--- src/rtl/core/avr_instruction_subset_execute_defines.svh ---
// Assertion macros shared by the execute block.
`ifndef AVR_INSTRUCTION_SUBSET_EXECUTE_DEFINES_SVH
`define AVR_INSTRUCTION_SUBSET_EXECUTE_DEFINES_SVH
// Implication checked on every clock edge outside reset.
`define AVR_ASSERT_IMP(lbl, clk, rstn, pre, post, msg) \
    lbl: assert property (@(posedge clk) disable iff (!rstn) (pre) |-> (post)) \
        else $error(msg);
// Implication checked at the clock edge after the antecedent.
`define AVR_ASSERT_NEXT(lbl, clk, rstn, pre, post, msg) \
    lbl: assert property (@(posedge clk) disable iff (!rstn) (pre) |=> (post)) \
        else $error(msg);
`endif

--- src/rtl/core/avrx_pkg.sv ---
`default_nettype none
package avrx_pkg;
    typedef enum logic [1:0] {
        RUN_CONTINUE = 2'd0,
        RUN_SLEEP    = 2'd1,
        RUN_BREAK    = 2'd2,
        RUN_UNDEF    = 2'd3
    } run_status_t;

    localparam int unsigned FLAG_C = 0;
    localparam int unsigned FLAG_Z = 1;
    localparam int unsigned FLAG_N = 2;
    localparam int unsigned FLAG_V = 3;
    localparam int unsigned FLAG_S = 4;
    localparam int unsigned FLAG_H = 5;
    localparam int unsigned FLAG_T = 6;

    localparam logic [15:0] SP_RESET    = 16'hFFFF;
    localparam logic [15:0] IO_BASE     = 16'h0020;
    localparam logic [15:0] OP_SLEEP    = 16'h9588;
    localparam logic [15:0] OP_BREAK    = 16'h9598;

    // Architectural state update produced by the execute logic.
    typedef struct packed {
        logic        rd_we;
        logic [4:0]  rd_addr;
        logic [7:0]  rd_data;
        logic        rd2_we;
        logic [4:0]  rd2_addr;
        logic [7:0]  rd2_data;
        logic [7:0]  sreg;
        logic        sp_dec;
    } avrx_upd_t;

    // Result word fields excluding the program counter, flags and cycle total.
    typedef struct packed {
        run_status_t run_status;
        logic [2:0]  cycles;
        logic [1:0]  wr_count;
        logic [15:0] wr_addr;
        logic [7:0]  wr_d1;
        logic [7:0]  wr_d2;
    } avrx_res_t;
endpackage
`default_nettype wire

--- src/rtl/core/avrx_alu.sv ---
`default_nettype none
module avrx_alu #(
    parameter int unsigned PC_BITS = 16
) (
    input  wire logic [15:0]        instr,
    input  wire logic [15:0]        next_word,
    input  wire logic [PC_BITS-1:0] pc,
    input  wire logic [15:0]        sp,
    input  wire logic [7:0]         sreg,
    input  wire logic [7:0]         rf [32],
    output avrx_pkg::avrx_upd_t     upd,
    output avrx_pkg::avrx_res_t     res,
    output logic [PC_BITS-1:0]      npc
);
    import avrx_pkg::*;

    logic [4:0]  d5, r5, dh, lo;
    logic [7:0]  k8, a, b, r;
    logic [2:0]  bitn;
    logic [8:0]  sum9;
    logic [4:0]  sumh;
    logic [15:0] pair, wres;
    logic [16:0] wsum;
    logic [5:0]  kw;
    logic [PC_BITS-1:0] pc1, pc2, bofs;
    logic [7:0]  s;
    logic        cin;

    always_comb begin
        d5   = instr[8:4];
        r5   = {instr[9], instr[3:0]};
        dh   = {1'b1, instr[7:4]};
        k8   = {instr[11:8], instr[3:0]};
        bitn = instr[2:0];
        lo   = {2'b11, instr[5:4], 1'b0};
        kw   = {instr[7:6], instr[3:0]};
        a    = rf[d5];
        b    = rf[r5];
        pc1  = pc + PC_BITS'(1);
        pc2  = pc + PC_BITS'(2);
        bofs = PC_BITS'($signed(instr[9:3]));
        pair = {rf[lo + 5'd1], rf[lo]};
        wsum = {1'b0, pair} + {11'd0, kw};
        wres = wsum[15:0];
        cin  = 1'b0;
        sum9 = '0;
        sumh = '0;
        r    = '0;
        s    = sreg;

        upd = '0;
        upd.sreg = sreg;
        upd.rd_addr = d5;
        res = '0;
        res.run_status = RUN_CONTINUE;
        res.cycles = 3'd1;
        npc = pc1;

        if (instr[15:10] == 6'b000111 || instr[15:10] == 6'b000011) begin
            cin  = instr[12] & sreg[FLAG_C];
            sum9 = {1'b0, a} + {1'b0, b} + {8'd0, cin};
            sumh = {1'b0, a[3:0]} + {1'b0, b[3:0]} + {4'd0, cin};
            r    = sum9[7:0];
            s[FLAG_C] = sum9[8];
            s[FLAG_H] = sumh[4];
            s[FLAG_V] = ~(a[7] ^ b[7]) & (a[7] ^ r[7]);
            s[FLAG_N] = r[7];
            s[FLAG_Z] = (r == 8'd0);
            s[FLAG_S] = s[FLAG_N] ^ s[FLAG_V];
            upd.sreg = s;
            upd.rd_we = 1'b1;
            upd.rd_data = r;
        end else if (instr[15:8] == 8'h96) begin
            s[FLAG_C] = wsum[16];
            s[FLAG_V] = ~pair[15] & wres[15];
            s[FLAG_N] = wres[15];
            s[FLAG_Z] = (wres == 16'd0);
            s[FLAG_S] = s[FLAG_N] ^ s[FLAG_V];
            upd.sreg = s;
            upd.rd_we = 1'b1;
            upd.rd_addr = lo;
            upd.rd_data = wres[7:0];
            upd.rd2_we = 1'b1;
            upd.rd2_addr = lo + 5'd1;
            upd.rd2_data = wres[15:8];
            res.cycles = 3'd2;
        end else if (instr[15:10] == 6'b001000 || instr[15:10] == 6'b001001
                     || instr[15:12] == 4'h7) begin
            if (instr[15:12] == 4'h7) begin
                r = rf[dh] & k8;
                upd.rd_addr = dh;
            end else if (instr[10]) begin
                r = a ^ b;
            end else begin
                r = a & b;
            end
            s[FLAG_V] = 1'b0;
            s[FLAG_N] = r[7];
            s[FLAG_Z] = (r == 8'd0);
            s[FLAG_S] = r[7];
            upd.sreg = s;
            upd.rd_we = 1'b1;
            upd.rd_data = r;
        end else if ((instr & 16'hFE0F) == 16'h9405) begin
            r = {a[7], a[7:1]};
            s[FLAG_C] = a[0];
            s[FLAG_N] = r[7];
            s[FLAG_V] = r[7] ^ a[0];
            s[FLAG_Z] = (r == 8'd0);
            s[FLAG_S] = a[0];
            upd.sreg = s;
            upd.rd_we = 1'b1;
            upd.rd_data = r;
        end else if ((instr & 16'hFF8F) == 16'h9488) begin
            s[instr[6:4]] = 1'b0;
            upd.sreg = s;
        end else if ((instr & 16'hFE08) == 16'hF800) begin
            r = a;
            r[bitn] = sreg[FLAG_T];
            upd.rd_we = 1'b1;
            upd.rd_data = r;
        end else if (instr[15:11] == 5'b11110) begin
            // Branch taken when the tested flag matches the wanted polarity.
            if (sreg[bitn] == ~instr[10]) begin
                npc = pc1 + bofs;
                res.cycles = 3'd2;
            end
        end else if ((instr & 16'hFF8F) == 16'h9408) begin
            s[instr[6:4]] = 1'b1;
            upd.sreg = s;
        end else if ((instr & 16'hFE08) == 16'hFA00) begin
            s[FLAG_T] = a[bitn];
            upd.sreg = s;
        end else if ((instr & 16'hFE0E) == 16'h940E) begin
            res.wr_count = 2'd2;
            res.wr_addr  = sp;
            res.wr_d1    = 8'(16'(pc2) >> 8);
            res.wr_d2    = 8'(pc2);
            upd.sp_dec   = 1'b1;
            npc = next_word[PC_BITS-1:0];
            res.cycles = 3'd4;
        end else if (instr[15:12] == 4'h3) begin
            a = rf[dh];
            r = a - k8;
            s[FLAG_C] = (a < k8);
            s[FLAG_H] = (a[3:0] < k8[3:0]);
            s[FLAG_V] = (a[7] ^ k8[7]) & (a[7] ^ r[7]);
            s[FLAG_N] = r[7];
            s[FLAG_Z] = (r == 8'd0);
            s[FLAG_S] = s[FLAG_N] ^ s[FLAG_V];
            upd.sreg = s;
        end else if ((instr & 16'hFE0F) == 16'h9403) begin
            r = a + 8'd1;
            s[FLAG_V] = (a == 8'h7F);
            s[FLAG_N] = r[7];
            s[FLAG_Z] = (r == 8'd0);
            s[FLAG_S] = s[FLAG_N] ^ s[FLAG_V];
            upd.sreg = s;
            upd.rd_we = 1'b1;
            upd.rd_data = r;
        end else if (instr[15:12] == 4'hE) begin
            upd.rd_we = 1'b1;
            upd.rd_addr = dh;
            upd.rd_data = k8;
        end else if (instr[15:11] == 5'b10111) begin
            res.wr_count = 2'd1;
            res.wr_addr  = {10'd0, instr[10:9], instr[3:0]} + IO_BASE;
            res.wr_d1    = a;
        end else if (instr == OP_SLEEP) begin
            res.run_status = RUN_SLEEP;
        end else if (instr == OP_BREAK) begin
            res.run_status = RUN_BREAK;
        end else begin
            res.run_status = RUN_UNDEF;
            res.cycles = 3'd0;
            npc = pc;
        end
    end
endmodule
`default_nettype wire

--- src/rtl/core/avr_instruction_subset_execute.sv ---
// A word's result is registered at the edge that accepts it, so m_valid rises in
// the cycle after acceptance. Throughput: one instruction word per cycle unless
// m_ready is low with the result register full; the register file, status register
// and counters update at the accepting edge, so the next word sees them at once.
// Reset (aresetn low, synchronous) clears registers, status, PC, cycle total, sets SP
// to 0xFFFF and empties the result register.
`default_nettype none
`include "avr_instruction_subset_execute_defines.svh"
module avr_instruction_subset_execute #(
    parameter int unsigned PC_BITS = 16
) (
    input  wire logic        aclk,
    input  wire logic        aresetn,
    input  wire logic        s_valid,
    output logic             s_ready,
    input  wire logic [15:0] s_instr_word,
    input  wire logic [15:0] s_following_word,
    output logic             m_valid,
    input  wire logic        m_ready,
    output logic [15:0]      m_next_pc,
    output logic [1:0]       m_run_status,
    output logic [2:0]       m_cycles_taken,
    output logic [1:0]       m_mem_write_count,
    output logic [15:0]      m_mem_write_addr,
    output logic [7:0]       m_mem_write_first_data,
    output logic [7:0]       m_mem_write_second_data,
    output logic [7:0]       m_flags_out,
    output logic [31:0]      m_cycle_count
);
    import avrx_pkg::*;

    // Architectural state. The register file is 32 bytes in flip-flops; it is
    // read at several decoded places in one cycle by the execute logic.
    logic [7:0]         rf_reg [32];
    logic [7:0]         sreg_reg;
    logic [PC_BITS-1:0] pc_reg;
    logic [15:0]        sp_reg;
    logic [31:0]        total_reg;

    logic               out_valid_reg;
    logic [PC_BITS-1:0] out_pc_reg;
    avrx_res_t          out_res_reg;
    logic [7:0]         out_flags_reg;
    logic [31:0]        out_total_reg;

    avrx_upd_t          upd;
    avrx_res_t          res;
    logic [PC_BITS-1:0] npc;
    logic               accept;
    logic [31:0]        total_next;

    // The result register is free or is being drained this cycle.
    assign s_ready = ~out_valid_reg | m_ready;
    assign accept  = s_valid & s_ready;
    assign total_next = total_reg + {29'd0, res.cycles};

    avrx_alu #(.PC_BITS(PC_BITS)) u_alu (
        .instr     (s_instr_word),
        .next_word (s_following_word),
        .pc        (pc_reg),
        .sp        (sp_reg),
        .sreg      (sreg_reg),
        .rf        (rf_reg),
        .upd       (upd),
        .res       (res),
        .npc       (npc)
    );

    always_ff @(posedge aclk) begin
        if (!aresetn) begin
            for (int i = 0; i < 32; i++) begin
                rf_reg[i] <= 8'd0;
            end
            sreg_reg      <= 8'd0;
            pc_reg        <= '0;
            sp_reg        <= SP_RESET;
            total_reg     <= 32'd0;
            out_valid_reg <= 1'b0;
        end else begin
            if (accept) begin
                if (upd.rd_we) begin
                    rf_reg[upd.rd_addr] <= upd.rd_data;
                end
                if (upd.rd2_we) begin
                    rf_reg[upd.rd2_addr] <= upd.rd2_data;
                end
                sreg_reg  <= upd.sreg;
                pc_reg    <= npc;
                total_reg <= total_next;
                if (upd.sp_dec) begin
                    sp_reg <= sp_reg - 16'd2;
                end
                out_valid_reg <= 1'b1;
            end else if (m_ready) begin
                out_valid_reg <= 1'b0;
            end
        end
    end

    // Payload of the result word needs no reset.
    always_ff @(posedge aclk) begin
        if (accept) begin
            out_pc_reg    <= npc;
            out_res_reg   <= res;
            out_flags_reg <= upd.sreg;
            out_total_reg <= total_next;
        end
    end

    assign m_valid                 = out_valid_reg;
    assign m_next_pc               = 16'(out_pc_reg);
    assign m_run_status            = out_res_reg.run_status;
    assign m_cycles_taken          = out_res_reg.cycles;
    assign m_mem_write_count       = out_res_reg.wr_count;
    assign m_mem_write_addr        = out_res_reg.wr_addr;
    assign m_mem_write_first_data  = out_res_reg.wr_d1;
    assign m_mem_write_second_data = out_res_reg.wr_d2;
    assign m_flags_out             = out_flags_reg;
    assign m_cycle_count           = out_total_reg;

    // An undefined opcode leaves the program counter where it was.
    `AVR_ASSERT_NEXT(a_undef_pc, aclk, aresetn, accept && res.run_status == RUN_UNDEF, pc_reg == $past(pc_reg), "undefined opcode moved the PC")
    // The delivered total always matches the running total after acceptance.
    `AVR_ASSERT_NEXT(a_total, aclk, aresetn, accept, m_cycle_count == total_reg, "cycle total mismatch")
    // Only a CALL reports two memory writes, and it moves SP down by two.
    `AVR_ASSERT_NEXT(a_call_sp, aclk, aresetn, accept && res.wr_count == 2'd2, sp_reg == $past(sp_reg) - 16'd2, "CALL stack update wrong")
endmodule
`default_nettype wire

--- config.mk ---
export PLATFORM = sky130hd
export DESIGN_NAME = avr_instruction_subset_execute
export DESIGN_NICKNAME = d
export VERILOG_FILES = /design/src/rtl/core/avrx_pkg.sv /design/src/rtl/core/avrx_alu.sv /design/src/rtl/core/avr_instruction_subset_execute.sv
export VERILOG_INCLUDE_DIRS = /design/src /design/src/rtl/core
export SDC_FILE = /design/constraint.sdc
export NUM_CORES = 1
export LEC_CHECK = 0
export BUFFER_PORTS_ARGS = -buffer_cell sky130_fd_sc_hd__buf_2
export CAP_MARGIN = 20
export CORE_UTILIZATION = 25
export CTS_CLUSTER_SIZE = 16
export DETAILED_ROUTE_END_ITERATION = 6
export GPL_TIMING_DRIVEN = 1
export PLACE_DENSITY_LB_ADDON = 0.25
export SLEW_MARGIN = 40
export SYNTH_ARGS = -nofsm -noshare
export SYNTH_HDL_FRONTEND = slang
export SYNTH_HIERARCHICAL = 1
export SYNTH_SLANG_ARGS = --single-unit
--- constraint.sdc ---
create_clock -name aclk -period 5.98 [get_ports aclk]
set_clock_uncertainty 0.1 [all_clocks]
set_input_delay 1.196 -clock aclk [delete_from_list [all_inputs] [get_ports aclk]]
set_output_delay 1.196 -clock aclk [all_outputs]
set_load 0.1 [all_outputs]
**Yosys cells after proc, flatten, opt, wreduce, memory -nomap -nowiden**

Cells that the tools add are included.

- Bits of input ports: 36
- Register bits: 424
- Logic and storage cells: 290

- Eq/ne operators: 21
- $lt $le $gt $ge: 15
- Mux-type cells: 139
- Bitwise logic cells: 33
- $add $sub $neg: 14
- Reductions and logical operators: 20

Operator list:

| operator | number |
|---|---|
| 256-bit 2-to-1 mux | 4 |
| 256-bit bitwise mux | 2 |
| 14-bit 2-to-1 mux | 23 |
| 16-bit 2-to-1 mux | 17 |
| 39-bit 2-to-1 mux | 6 |
| 8-bit 2-to-1 mux | 28 |
| 8-bit binary-select mux with 5-bit select | 5 |
| 31-bit 2-to-1 mux | 3 |
| 8-bit demux with 5-bit select | 2 |
| 34-bit 2-to-1 mux | 2 |
| 6-bit greater-or-equal comparator, second input constant | 7 |
| 5-bit NOT with 6-bit output | 7 |
| 8-bit zero test | 5 |
| 37-bit 2-to-1 mux | 1 |
| 5-bit 2-to-1 mux | 7 |
| 32-bit by 3-bit adder with 32-bit output | 1 |
| 16-bit equality test, second input constant | 2 |
| 29-bit 2-to-1 mux | 1 |
| 13-bit equality test, second input constant | 2 |
| 25-bit 2-to-1 mux | 1 |
| 8-bit AND | 3 |
| 8-bit equality test, second input constant | 3 |
| 11-bit equality test, second input constant | 2 |
| 1-bit 2-to-1 mux | 20 |
| other kinds (53) | 88 |

**Depth between registers and ports, before layout**

- Depth in word-level cells: 37
- Mapped depth: 27
- Gate-level depth less buffers: 22

**Hierarchy**

The synthesis kept the hierarchy.

By module, submodules not included:

| module | cells each | times used | area each (sq um) |
|---|---|---|---|
| avr_instruction_subset_execute | 1925 | 1 | 19403.6 |
| avrx_alu | 1190 | 1 | 10018.4 |

**Worst setup path before layout**

OpenSTA, ideal clock, no wires.

- Path type: in2reg
- Start: in s_instr_word[0]
- End: reg rf_reg[223] (netlist name)
- Setup time: 0.284 ns
- Buffers on the path: 4
- Path slack: -0.242 ns
- Stages on the path: 19
- Arrival time: 5.838 ns
- Required time: 5.596 ns
- Cells stage by stage: clkbuf_1 -> buf_1 -> clkbuf_1 -> mux4_2 -> mux4_2 -> nand2_1 -> nand2_1 -> ha_1 -> o21ai_0 -> nand2b_1 -> a21o_1 -> a21o_1 -> a31oi_1 -> xnor2_1 -> a222oi_1 -> nand2_1 -> clkbuf_1 -> o22ai_1 -> a21oi_1

RTL lines:

| item | line | RTL |
|---|---|---|
| start, declared | avr_instruction_subset_execute.sv:16 | `input wire logic [15:0] s_instr_word,` |
| end signal, assigned by index | avr_instruction_subset_execute.sv:82 | `rf_reg[upd.rd_addr] <= upd.rd_data;` |
| end signal, assigned by index | avr_instruction_subset_execute.sv:85 | `rf_reg[upd.rd2_addr] <= upd.rd2_data;` |
| end, declared | avr_instruction_subset_execute.sv:34 | `logic [7:0] rf_reg [32];` |

==> results.env <==
PLACEABLECOREAREA_UM2=116000
UTILIZATION=0.295
HOLD_SLACK_NS=0.373
ANTENNA_FOUND_INITIAL=1
LAYOUT.CELLS.MOST_COMMON='nand2_1'
POST-CTS-SETUP-BUFFER-COUNT=0
P_LEAK_nW=14.9
VIAS=25686
CRITPATHLAUNCHTYPE='primary input'
FINISH.CELL_COUNT_WITHOUT_FILLERS=4793
TRITONCTS='yes'
ANT_NETS=0
YS_FF_LATCH=423
CLOCK_TREE.BUFFER_DEPTH=3
REPORT.FINAL.SLEW_VIOL_COUNT=0
POWER_mW=7.58
FINALSETUPVIOLCOUNT=0
GRT_FIRST_PASS_WIRELENGTH_UM=172000
DETAIL_ROUTE.ITER0.VIOLATIONS=2498
H-TREE-DEPTH=2
LARGEST_NET_DEGREE_AT_THE_START_OF_GLOBAL_ROUTING=161
NUMBER_OF_HOLD_REPAIR_BUFFERS_ADDED_AT_THE_CTS_STAGE=0
ROOT_BUFFER='clkbuf_16'
WORSTPATHARRIVAL_NS=6.01
DP_HPWL_UM=82400
MAX-SLEW-MARGIN-REL=0.396
GRT_USE_TOTAL=0.189
SYNTH-EDFF-COUNT=95
YOSYSWARNINGS=6
SYN_INST=3115
SYNTH_CELL_TYPE_COUNT=102
TOTALNEGATIVESETUPSLACK_NS=0
HP-CLASS='flip-flop to flip-flop'
NNETSFINAL=3323
RSZ0062_AT_GRT='no'
CP-END-KIND='flip-flop'
SYNTH_AREA_UM2=29400
REMAINING_ROUTING_DRC_VIOLATIONS=0
CRITICAL_PATH_REQUIRED_NS=6.45
FLOW.AREA_GROWTH_FROM_SYNTHESIS_PCT=16.6
IRDROPWORSTVDD_mV=0.198
NFILLCELLS=12314
DP_CELLS=4694
DESIGN.DIE.AREA_UM2=119000
DRT-WIRELENGTH-PER-CELL_UM=24.2
TRITONCTS.NUM_BUFFERS=54
PIN_COUNT=133
POST_DRT_VIA_CELL_RATIO=5.36
SYNTHFLOPTYPE='dfxtp_1'
PERIOD_NEEDED_NS=5.55
SYNTH_NETS=3212
GP_ROUTABILITY_CONGESTION=0.934
DIEWIDTH_UM=345
DIE-HEIGHT_UM=345
INITIAL_CELL_DENSITY_OF_THE_CORE=0.253
PORT_BUFFERS=132
LARGEST_REG_FLOPS=256
CTS_RESIZED=0
TIMING.SETUP.CRITICAL_PATH_CLASS='primary input to flip-flop'
STATUS='completed'
ROUTE.FINAL.WIRE_LENGTH_UM=116000
INSERTEDDIODECOUNT=0
SHARE_OF_SYNTHESIZED_FLIP_FLOPS_WITH_AN_ASYNCHRONOUS_SET_OR_RESET=0
CLKSINKCOUNT=423
CELLPOWERDENSITY_nW_PER_UM2=221
WORST_SETUP_HOLD_PATH_CLK_SLEW_NS=0.07
INSERTION_DELAY_NS=0.65
CLOCK.FMAX_MHz=180
GRT_PASS1_VIAS=24682
YOSYSSEQAREASHARE=0.320
STD_CELL_ROWS=125
SYNTH_AREA_PER_CELL_UM2=9.45
FINALHOLDVIOLCOUNT=0
DRT_PRE_ANTENNA_ITERS=5
FIN_CRIT_SH=0.928
WORST_PATH_FANOUT_MAX=17
MAXCAPVIOLATIONS=0
LEADING_CELL_TYPES_IN_THE_LAYOUT_FILL_AND_TAPS_EXCLUDED='nand2_1, dfxtp_1, mux2i_1, o211a_1, buf_4'
GRT_OVERFLOW=0
POST_ROUTE_CELLS_DRIVE_ABOVE_1_SHARE=0.203
TRANSITION_TIME_AT_THE_PIN_WITH_THE_LEAST_SLEW_MARGIN_NS=0.907
==> cell type report <==
cell class	instances	area, um^2	area share
clock buffers	80	1610	0.0470
clock inverters	19	258	0.00751
inverters	61	236	0.00689
multi-input cells	2365	18500	0.540
flip-flops and latches	423	9420	0.275
well taps	1524	1910	0.0556
repair buffers	321	2340	0.0681
==> critical path, cell delays in order <==
cell and delay [ns]:
buf_4 0.41, buf_4 0.33, mux4_2 0.58, mux4_2 0.52, nand2_1 0.08, and2_1 0.17, fa_1 0.24, fa_1 0.21
nor2b_1 0.05, o21ai_0 0.15, nand2b_1 0.09, a21o_1 0.19, a21o_1 0.20, xnor2_1 0.14, o22ai_1 0.16, a21o_1 0.28
nand4b_1 0.30, buf_4 0.25, nor3_1 0.20, a21oi_1 0.07, o22ai_1 0.16
==> cells in the mapped netlist, types with 10 or more instances <==
| library cell | n | area, um^2 |
|---|---|---|
| a211oi_1 | 21 | 158 |
| a21boi_0 | 32 | 240 |
| a21o_1 | 27 | 203 |
| a21oi_1 | 84 | 420 |
| a21oi_2 | 10 | 87.6 |
| and2_1 | 58 | 363 |
| buf_1 | 19 | 71.3 |
| buf_2 | 66 | 330 |
| buf_4 | 32 | 240 |
| clkbuf_1 | 138 | 518 |
| dfxtp_1 | 328 | 6570 |
| edfxtp_1 | 95 | 2850 |
| ha_1 | 54 | 676 |
| inv_1 | 53 | 199 |
| mux2_2 | 18 | 203 |
| mux2i_1 | 248 | 2480 |
| mux4_2 | 143 | 3220 |
| nand2_1 | 488 | 1830 |
| nand2_2 | 11 | 68.8 |
| nand2b_1 | 23 | 144 |
| nand3_1 | 123 | 616 |
| nand3b_1 | 12 | 90.1 |
| nand4_1 | 32 | 200 |
| nor2_1 | 161 | 604 |
| nor2_4 | 17 | 191 |
| nor2b_1 | 19 | 119 |
| nor3_1 | 46 | 230 |
| nor4_1 | 18 | 113 |
| o211a_1 | 225 | 2250 |
| o211ai_1 | 12 | 90.1 |
| o21a_1 | 21 | 158 |
| o21ai_0 | 74 | 370 |
| o22ai_1 | 44 | 275 |
| o31ai_1 | 12 | 90.1 |
| or3_1 | 27 | 169 |
| xnor2_1 | 83 | 727 |
| xor2_1 | 51 | 447 |
==> path summary, 6_finish.rpt <==
path	to	from	slack, ns	cells after the start
setup / recovery	rf_reg[78]	s_instr_word[0]	0.43	21
hold / removal	rf_reg[78]	rf_reg[78]	0.37	2
setup reg to reg	rf_reg[78]	rf_reg[114]	1.21	18
hold reg to reg	rf_reg[78]	rf_reg[78]	0.37	2
==> per-layer routing <==
metal,global-route usage,share of wire,vias to the layer above
li1,-,-,11742
met1,0.259,0.45,12852
met2,0.298,0.45,887
met3,0.0269,0.056,205
met4,0.0754,0.040,0
met5,0,0,-
==> logic make-up after synthesis <==
| kind of cell | Yosys count | share of synthesized area |
|---|---|---|
| AND/OR/NAND/NOR | 1102 | 0.181 |
| AO/OA/AOI/OAI | 655 | 0.176 |
| flip-flops | 423 | 0.320 |
| multiplexers | 412 | 0.203 |
| buffers and inverters | 327 | 0.0518 |
| XOR/XNOR | 134 | 0.0399 |
| adder cells (fa/ha/maj) | 61 | 0.0277 |
| other | 1 | 0.000127 |
==> metrics by stage <==
step           instance area [um^2]  setup WS (ns)
2_1_floorplan                 29400         0.0169
3_3_place_gp                  32400        -0.0348
3_5_place_dp                  32400         -0.121
4_1_cts                       34300          0.556
5_1_grt                       34300          0.196
6_report                      34300          0.431
==> power breakdown <==
group | leakage [nW] | total (mW) | internal (mW) | switching [mW]
Sequential | 3.59 | 3.00 | 2.97 | 0.0292
Combinational | 10.4 | 1.10 | 0.300 | 0.802
Clock | 0.911 | 3.48 | 2.05 | 1.43
Total | 14.9 | 7.58 | 5.32 | 2.26
Power figures use the tool's default switching activity.
